File: config.mk
export PLATFORM = sky130hd
export DESIGN_NAME = sbis_cmp
export DESIGN_NICKNAME = d
export VERILOG_FILES = /design/src/design/sbis_pkg.sv /design/src/design/sbis_cmp.sv
export SDC_FILE = /design/constraint.sdc
export NUM_CORES = 1
export LEC_CHECK = 0
export ABC_AREA = 1
export BUFFER_PORTS_ARGS = -buffer_cell sky130_fd_sc_hd__buf_2
export CAP_MARGIN = 15
export CORE_UTILIZATION = 40
export DETAILED_ROUTE_END_ITERATION = 8
export MAX_ROUTING_LAYER = met4
export PLACE_DENSITY = 0.79
export SETUP_SLACK_MARGIN = 0.15
export SLEW_MARGIN = 25
export SYNTH_ARGS = -nofsm -noshare
export SYNTH_HDL_FRONTEND = slang
export SYNTH_SLANG_ARGS = --single-unit
export TNS_END_PERCENT = 1
File: constraint.sdc
create_clock -name vclk -period 1.5
set_input_delay 0.075 -clock vclk [all_inputs]
set_output_delay 0.075 -clock vclk [all_outputs]
set_load 0.1 [all_outputs]
File: src/design/sbis_pkg.sv
`default_nettype none

package sbis_pkg;

	localparam int TABLE_DEPTH_DEF = 1024;
	localparam int ADDR_W_DEF      = $clog2(TABLE_DEPTH_DEF);

	localparam int IDX_W   = 11;  // counts and one-based indexes
	localparam int ENT_W   = 10;  // load slot
	localparam int VAL_W   = 32;  // Q16.16 values
	localparam int FLAG_W  = 2;
	localparam int REG_W   = 2;   // config register index
	localparam int SW      = 14;  // signed search arithmetic, covers gallop overshoot

	localparam logic signed [SW-1:0] S_ONE = SW'(1);

	localparam logic OP_LOAD  = 1'b0;
	localparam logic OP_QUERY = 1'b1;

	localparam logic [FLAG_W-1:0] FLAG_INSIDE = 2'd0;
	localparam logic [FLAG_W-1:0] FLAG_BELOW  = 2'd1;
	localparam logic [FLAG_W-1:0] FLAG_BEYOND = 2'd2;

	localparam logic [REG_W-1:0] REG_ENTRY_COUNT = 2'd0;
	localparam logic [REG_W-1:0] REG_CLOSE_OUTER = 2'd1;
	localparam logic [REG_W-1:0] REG_CLAMP_ENDS  = 2'd2;
	localparam logic [REG_W-1:0] REG_OPEN_LEFT   = 2'd3;

	typedef struct packed {
		logic                    opcode;
		logic [ENT_W-1:0]        entry_index;
		logic signed [VAL_W-1:0] sample_value;
	} in_item_t;

	typedef struct packed {
		logic [IDX_W-1:0]  interval_index;
		logic [FLAG_W-1:0] position_flag;
	} result_t;

	typedef struct packed {
		logic [IDX_W-1:0] entry_count;
		logic             close_outer;
		logic             clamp_ends;
		logic             open_left;
	} cfg_t;

	typedef struct packed {
		logic below;
		logic equal;
	} cmp_t;

endpackage

`default_nettype wire

File: src/design/sbis_cmp.sv
`default_nettype none

module sbis_cmp (
	input  logic signed [sbis_pkg::VAL_W-1:0] x,
	input  logic signed [sbis_pkg::VAL_W-1:0] v,
	input  logic                              open_left,
	output sbis_pkg::cmp_t                    res
);
	import sbis_pkg::*;

	// value lies below breakpoint v: (s, t] intervals move an exact hit down
	assign res.below = open_left ? (x <= v) : (x < v);
	assign res.equal = (x == v);

endmodule

`default_nettype wire

Yosys cells after proc, flatten, opt, wreduce, memory -nomap -nowiden
Index checks and enable logic that the tools add are counted.
{ "totals": {"input_bits": 65, "out_inout_bits": 2, "reg_bits": 0, "wordCells": 4} }
{ "op_classes": {"n_eq_ne": 1, "order_cmp": 2, "mux": 1} }
{ "op_table": {"columns": ["cell", "n"], "rows": [
  ["$eq 32x32->1", 1],
  ["$le 32x32->1", 1],
  ["$lt 32x32->1", 1],
  ["$mux 1", 1]
]} }

Longest topological paths before layout
Gate-level depths: netlist of the first run.
{ "logic_depth": {"ltp_word": 2, "ltp_mapped": 15, "mapped_depth_nobuf": 15} }

Worst setup path before layout of the first run
Ideal clock, no wire load.
{ "synth_path": {"path_type": "input to output", "startpoint": "input port v[23] (netlist name)", "endpoint": "output port res[1] (netlist name)", "arrival_ps": 2350, "path_slack_ps": -925, "required_time_ps": 1425, "path_buffers": 0, "cell_stages": 8, "cell_sequence": "inv_1 -> ha_1 -> nand2_1 -> nor2_2 -> nand4_4 -> nor3_4 -> nand2_1 -> nand3_1"} }
{ "synth_rtl": {"columns": ["item", "line_no", "text"], "rows": [
  ["start: declaration", "sbis_cmp.sv:5", "input logic signed [sbis_pkg::VAL_W-1:0] v,"],
  ["end: declaration", "sbis_cmp.sv:7", "output sbis_pkg::cmp_t res"]
]} }

==> reports/metrics.yaml, run 1 <==
viasPerCell: 4.49
grt_usage: 0.164
mostFrequentLayoutCell: "buf_2"
diodes: 0
rows: 17
place.gp.congestion: 0.694
grt_pass1_vias: 916
grt_overflow_total: 0
fin_ws_ps: -46.7
initialDrtViolationCount: 15
vdd_drop_max_mv: 0.203
wl_mm: 2.06
cp.required_ps: 1420
synth_area_um2: 930
area_delta_synth_final_pct: 55.5
setup_viol: 2
power.total_mw: 0.410
drc: 0
port_buffers: 67
fp.dieH_um: 50.2
fin_area_mm2: 0.00145
startpoint_type: "primary input"
multi_input_area_um2: 872
critPathMaxFanout: 2
cts_hold_buf: 0
ios: 67
layout_common_cells: "buf_2, inv_1, nand2_1"
seq_cell_count: 0
regArea_um2: 0
hold_path.class: "primary input to primary output"
drv_slew: 0
drive_gt1_frac: 0.456
antenna_left: 0
antenna_found_initial: 0
arrival_ps: 1470
period_needed_ps: 1550
die-area_mm2: 0.00252
synth.net_count: 242
timing.fmax_mhz: 647
max_slew_margin: 0.881
grt_max_degree: 4
post-dp-hpwl_mm: 1.80
coreArea_mm2: 0.00219
vias: 1091
leakagePower_nw: 0.942
tns_ps: -52.6
cap_violations: 0
powerDensity_mw_per_mm2: 284
hold_violations: 0
routedWlPerCell_um: 8.46
nNetsFinal: 314
preCtsSetupSlack_ps: -16.0
violations: "setup timing"
worstMarginPinSlew_ps: 178
die_x_um: 50.2
placed_cell_area_mm2: 0.00137
rsz0062_at_grt: "true"
ys_types: 19
start_util: 0.424
grt_pass1_wl_mm: 3.34
ys_seq_area_frac: 0
endpoint_kind: "primary output"
fin_util: 0.660
syn_avg_cell_area_um2: 6.41
finalCritPeriodShare: 1.03
status: "finished, violations left"
netlist_instances: 145
drt_first_pass_iters: 4
clock_buffers: 0
critPathKind: "primary input to primary output"
yosys_warnings: 0
fillers: 194
worst paths after layout:
check      start     end  slack (ps)  cells past startpoint
max        v[10]  res[1]         -50                     10
min    open_left  res[1]         540                      4
critical path, cell delays in order:
cell and delay, ps:
buf_2 90, inv_2 40, ha_4 260, nand4_1 150, nor3_4 250, nand3_2 110
nor3_4 140, nand2_2 90, nand3_4 90, buf_12 170
what timing repair did:
action	CTS	global route
gates resized for setup	3	13
buffers inserted	0	0
cloned	0	0
pin swaps	0	6
endpoints found under the setup margin	2	2
layer usage:
metal  up-vias  wire, µm  GRT usage
li1        600         -          -
met1       453       952      0.222
met2        38       988      0.287
met3         0       114    0.00303
met4         0         0          0
met5         -         0          -
cell usage after synthesis:
| cell | instances | area (µm²) |
|---|---|---|
| nor2_4 | 1 | 11.3 |
| nand2_2 | 2 | 12.5 |
| nor3_2 | 1 | 10.0 |
| nor2_1 | 6 | 22.5 |
| inv_1 | 38 | 143 |
| nor3_4 | 1 | 16.3 |
| nand3_2 | 1 | 10.0 |
| nand2_4 | 1 | 11.3 |
| nand4_4 | 1 | 21.3 |
| ha_1 | 32 | 400 |
| o21ai_0 | 2 | 10.0 |
| inv_2 | 2 | 7.51 |
| a21o_1 | 1 | 7.51 |
| nand4_1 | 1 | 6.26 |
| o21a_1 | 2 | 15.0 |
| a21oi_1 | 14 | 70.1 |
| nand3_1 | 3 | 15.0 |
| nand2_1 | 34 | 128 |
| nor2_2 | 2 | 12.5 |
area by class of cell:
| cell class | instances | area share |
|---|---|---|
| inverters | 40 | 0.104 |
| multi-input cells | 105 | 0.603 |
| well taps | 28 | 0.0242 |
| repair buffers | 70 | 0.268 |
power by group:
group / total [mW] / internal, mW / switching, mW
clock network: 0 / 0 / 0
logic: 0.410 / 0.196 / 0.214
registers: 0 / 0 / 0
per-stage QoR:
step	cells	hold WS (ps)
after floorplan	145	450
after global placement	243	537
after global routing	243	563
after CTS	243	536
final	243	537
after detailed placement	243	536
logic make-up after synthesis:
kind of cell	count (synthesis)	synth area share
adders and majority gates	32	0.431
buffers and inverters	40	0.162
AOI/OAI and AO/OA	19	0.110
and+or+nand+nor	54	0.297
(Power assumes the default switching activity.)
==> inputs of run 2 (changes only) <==
Settings changed: SKIP_LAST_GASP set to 1.
==> run 2 against run 1 <==
Effect of this change: via count down 1.4%; wire length down 5.1%; first-iteration DRC count up 13%; sequential share of layout area unchanged; final cell count unchanged; count of clock-buffer cells in the layout unchanged; hold slack unchanged; the flow still finishes with violations (setup timing); fmax up 1.6%; non-clock buffer count unchanged; power down 2.5%.
==> reports/metrics.yaml, run 2 (synthesized netlist as in run 1, its figures left out) <==
hold_depth: 4
fillers: 198
finalCritPeriodShare: 1.01
rows: 17
drt_first_pass_iters: 4
grt_max_degree: 4
startpoint_type: "primary input"
fin_hold_ws_ps: 537
vdd_drop_max_mv: 0.203
seq_cell_count: 0
post_cts_buffers: 0
max_slew_margin: 0.884
routedWlPerCell_um: 8.03
port_buffers: 67
fp.dieH_um: 50.2
critPathKind: "primary input to primary output"
coreArea_mm2: 0.00219
grt_usage: 0.164
powerDensity_mw_per_mm2: 280
critPathMaxFanout: 2
hold_path.class: "primary input to primary output"
initialDrtViolationCount: 17
ios: 67
die-area_mm2: 0.00252
drive_gt1_frac: 0.442
drv_slew: 0
arrival_ps: 1450
cts_hold_buf: 0
cap_violations: 0
endpoint_kind: "primary output"
grt_overflow_total: 0
mostFrequentLayoutCell: "buf_2"
diodes: 0
post-dp-hpwl_mm: 1.80
antenna_found_initial: 0
status: "finished, violations left"
grt_pass1_wl_mm: 3.34
die_x_um: 50.2
antenna_left: 0
setup_viol: 1
worstMarginPinSlew_ps: 174
cp.required_ps: 1420
hold_violations: 0
multi_input_area_um2: 857
fin_ws_ps: -22.1
viasPerCell: 4.43
leakagePower_nw: 0.942
power.total_mw: 0.400
period_needed_ps: 1520
rsz0062_at_grt: "true"
timing.fmax_mhz: 657
grt_pass1_vias: 916
area_delta_synth_final_pct: 53.8
wl_mm: 1.95
drc: 0
violations: "setup timing"
regArea_um2: 0
nNetsFinal: 314
clock_buffers: 0
vias: 1076
place.gp.congestion: 0.694
start_util: 0.424
layout_common_cells: "buf_2, inv_1, nand2_1"
run 2: cell count changes in the layout (fill, tap and decap cells not counted):
cell | before | now
ha_1 | 28 | 29
ha_4 | 4 | 3
inv_1 | 33 | 34
inv_2 | 7 | 6
nand2_1 | 31 | 32
nand2_2 | 5 | 4
run 2: what timing repair did:
item | in CTS | in global routing
resized for setup | 3 | 10
setup endpoints to repair | 2 | 2
gates cloned | 0 | 0
pin swaps | 0 | 6
run 2: area by class of cell:
cell class | instances | share of cell area
inverters | 40 | 0.105
well taps | 28 | 0.0245
repair buffers | 70 | 0.271
multi-input cells | 105 | 0.599
run 2: path summary, 6_finish.rpt:
check | from | to | slack (ps)
max | v[10] | res[1] | -20
min | open_left | res[1] | 540
run 2: routing by layer:
layer	routed length, µm	GRT usage	vias up
li1	-	-	600
met1	933	0.222	440
met2	900	0.287	36
met3	118	0.00303	0
met4	0	0	0
met5	0	-	-
run 2: where the power goes:
group / total [mW] / switching, mW / internal [mW]
Combinational: 0.400 / 0.208 / 0.192
Sequential: 0 / 0 / 0
Clock: 0 / 0 / 0
run 2: per-stage QoR:
stage | instance area [µm²] | setup TNS, ps | worst slack (ps) | utilization | std cells
after floorplan | 942 | -699 | -603 | - | 145
after global placement | 1370 | 0 | 26.6 | 0.623 | 243
after detailed placement | 1370 | -16.0 | -16.0 | 0.623 | 243
after CTS | 1380 | 0 | 3.85 | 0.629 | 243
after global routing | 1430 | -161 | -107 | 0.653 | 243
final | 1430 | -22.1 | -22.1 | 0.653 | 243
run 2: critical path: stages:
cell and delay, ps:
buf_2 80, inv_2 40, ha_4 250, nand4_1 140, nor3_4 250, nand3_2 110
nor3_4 140, nand2_2 90, nand3_4 90, buf_12 170
==> inputs of run 3 (changes only) <==
Settings changed: ABC_AREA 1 to not set, PLACE_DENSITY 0.79 to 0.82.
==> run 3 against run 2 <==
Effect of this change: the flow finishes with violations (DRC, setup timing); global-route usage rose by 5.3 points; utilization rose by 17 points; sequential cell count did not move; non-clock buffer count rose by 10; combinational power rose by 17%; hold slack improved by 11 ps; count of clock-buffer cells in the layout did not move; critical path type unchanged.
==> reports/metrics.yaml, run 3 <==
critPathKind: "primary input to primary output"
powerDensity_mw_per_mm2: 293
antenna_left: 0
place.gp.congestion: 0.754
cp.required_ps: 1420
period_needed_ps: 2010
yosys_warnings: 0
fillers: 122
syn_avg_cell_area_um2: 7.08
routedWlPerCell_um: 11.5
violations: "DRC, setup timing"
fin_ws_ps: -510
fp.dieH_um: 47.3
post-dp-hpwl_mm: 2.09
rsz0062_at_grt: "true"
synth_area_um2: 821
seq_cell_count: 0
grt_usage: 0.217
finalCritPeriodShare: 1.34
mostFrequentLayoutCell: "buf_2"
netlist_instances: 116
ios: 67
grt_overflow_total: 0
synth_area_leaders: "ha_1, inv_1, a21oi_1"
grt_pass1_wl_mm: 3.45
initialDrtViolationCount: 7
coreArea_mm2: 0.00194
nNetsFinal: 295
hold_path.class: "primary input to primary output"
hold_violations: 0
vdd_drop_max_mv: 0.213
cap_violations: 0
yosysTopAreaCell: "ha_1"
regArea_um2: 0
layout_common_cells: "buf_2, inv_1, ha_1"
multi_input_area_um2: 903
startpoint_type: "primary input"
die-area_mm2: 0.00224
critPathMaxFanout: 2
timing.fmax_mhz: 497
fin_hold_ws_ps: 548
grt_pass1_vias: 1022
die_x_um: 47.3
port_buffers: 67
clock_buffers: 0
wl_mm: 2.56
area_delta_synth_final_pct: 94.2
drive_gt1_frac: 0.561
vias: 1093
endpoint_kind: "primary output"
status: "finished, violations left"
drc: 1
arrival_ps: 1940
ys_types: 21
worstMarginPinSlew_ps: 284
start_util: 0.423
max_slew_margin: 0.811
drt_first_pass_iters: 6
leakagePower_nw: 0.901
drv_slew: 0
ys_seq_area_frac: 0
diodes: 0
antenna_found_initial: 0
setup_viol: 2
synth.net_count: 213
preCtsSetupSlack_ps: -637
synth_top_area_share: 0.488
rows: 16
ys_top_cells_by_count: "ha_1, inv_1, a21oi_1"
grt_max_degree: 4
cts_hold_buf: 0
viasPerCell: 4.90
run 3: metrics by stage:
stage,TNS [ps],area (µm²),total power [mW],util,cells
final,-831,1590,0.467,0.821,223
after CTS,-841,1510,0.435,0.776,223
after global routing,-1010,1590,0.517,0.821,223
after floorplan,-1110,915,0.205,-,116
after detailed placement,-1010,1400,0.393,0.723,222
after global placement,-965,1400,0.371,0.723,222
run 3: final cells by class:
cell class / instances / share of cell area
timing repair buffer: 80 / 0.324
tap: 27 / 0.0212
inverter: 32 / 0.0879
multi-input combinational: 84 / 0.567
run 3: path summary, 6_finish.rpt:
kind       from  endpoint  slack (ps)  cells after the start
max       v[10]    res[1]        -510                     10
min   open_left    res[1]         550                      3
run 3: logic make-up after synthesis:
logic type / Yosys count / share of synthesized area
adder cells (fa/ha/maj): 32 / 0.488
buffers and inverters: 32 / 0.146
AND/OR/NAND/NOR: 26 / 0.168
AO/OA/AOI/OAI: 26 / 0.198
run 3: repair_timing:
action	CTS	global route
pin swaps	11	5
setup buffers	1	0
gates resized for setup	19	11
endpoints found under the setup margin	2	2
run 3: routing by layer:
metal  vias up  GRT usage  wire [µm]
met5         -          -          0
met4         0     0.0457         59
met3         8     0.0231        130
met2        42      0.493       1500
met1       480      0.171        871
li1        563          -          -
run 3: report_power, final:
group          switching [mW]  internal (mW)  leakage [nW]  total [mW]
Clock                       0              0             0           0
Sequential                  0              0             0           0
Combinational           0.215          0.252         0.900       0.467
run 3: critical path, cell delays in order:
cell	delay (ps)
buf_8	90
inv_12	30
ha_4	260
nand4_1	120
or4_4	540
a21o_1	200
a31oi_4	170
o21ai_4	70
a22o_4	220
buf_12	160
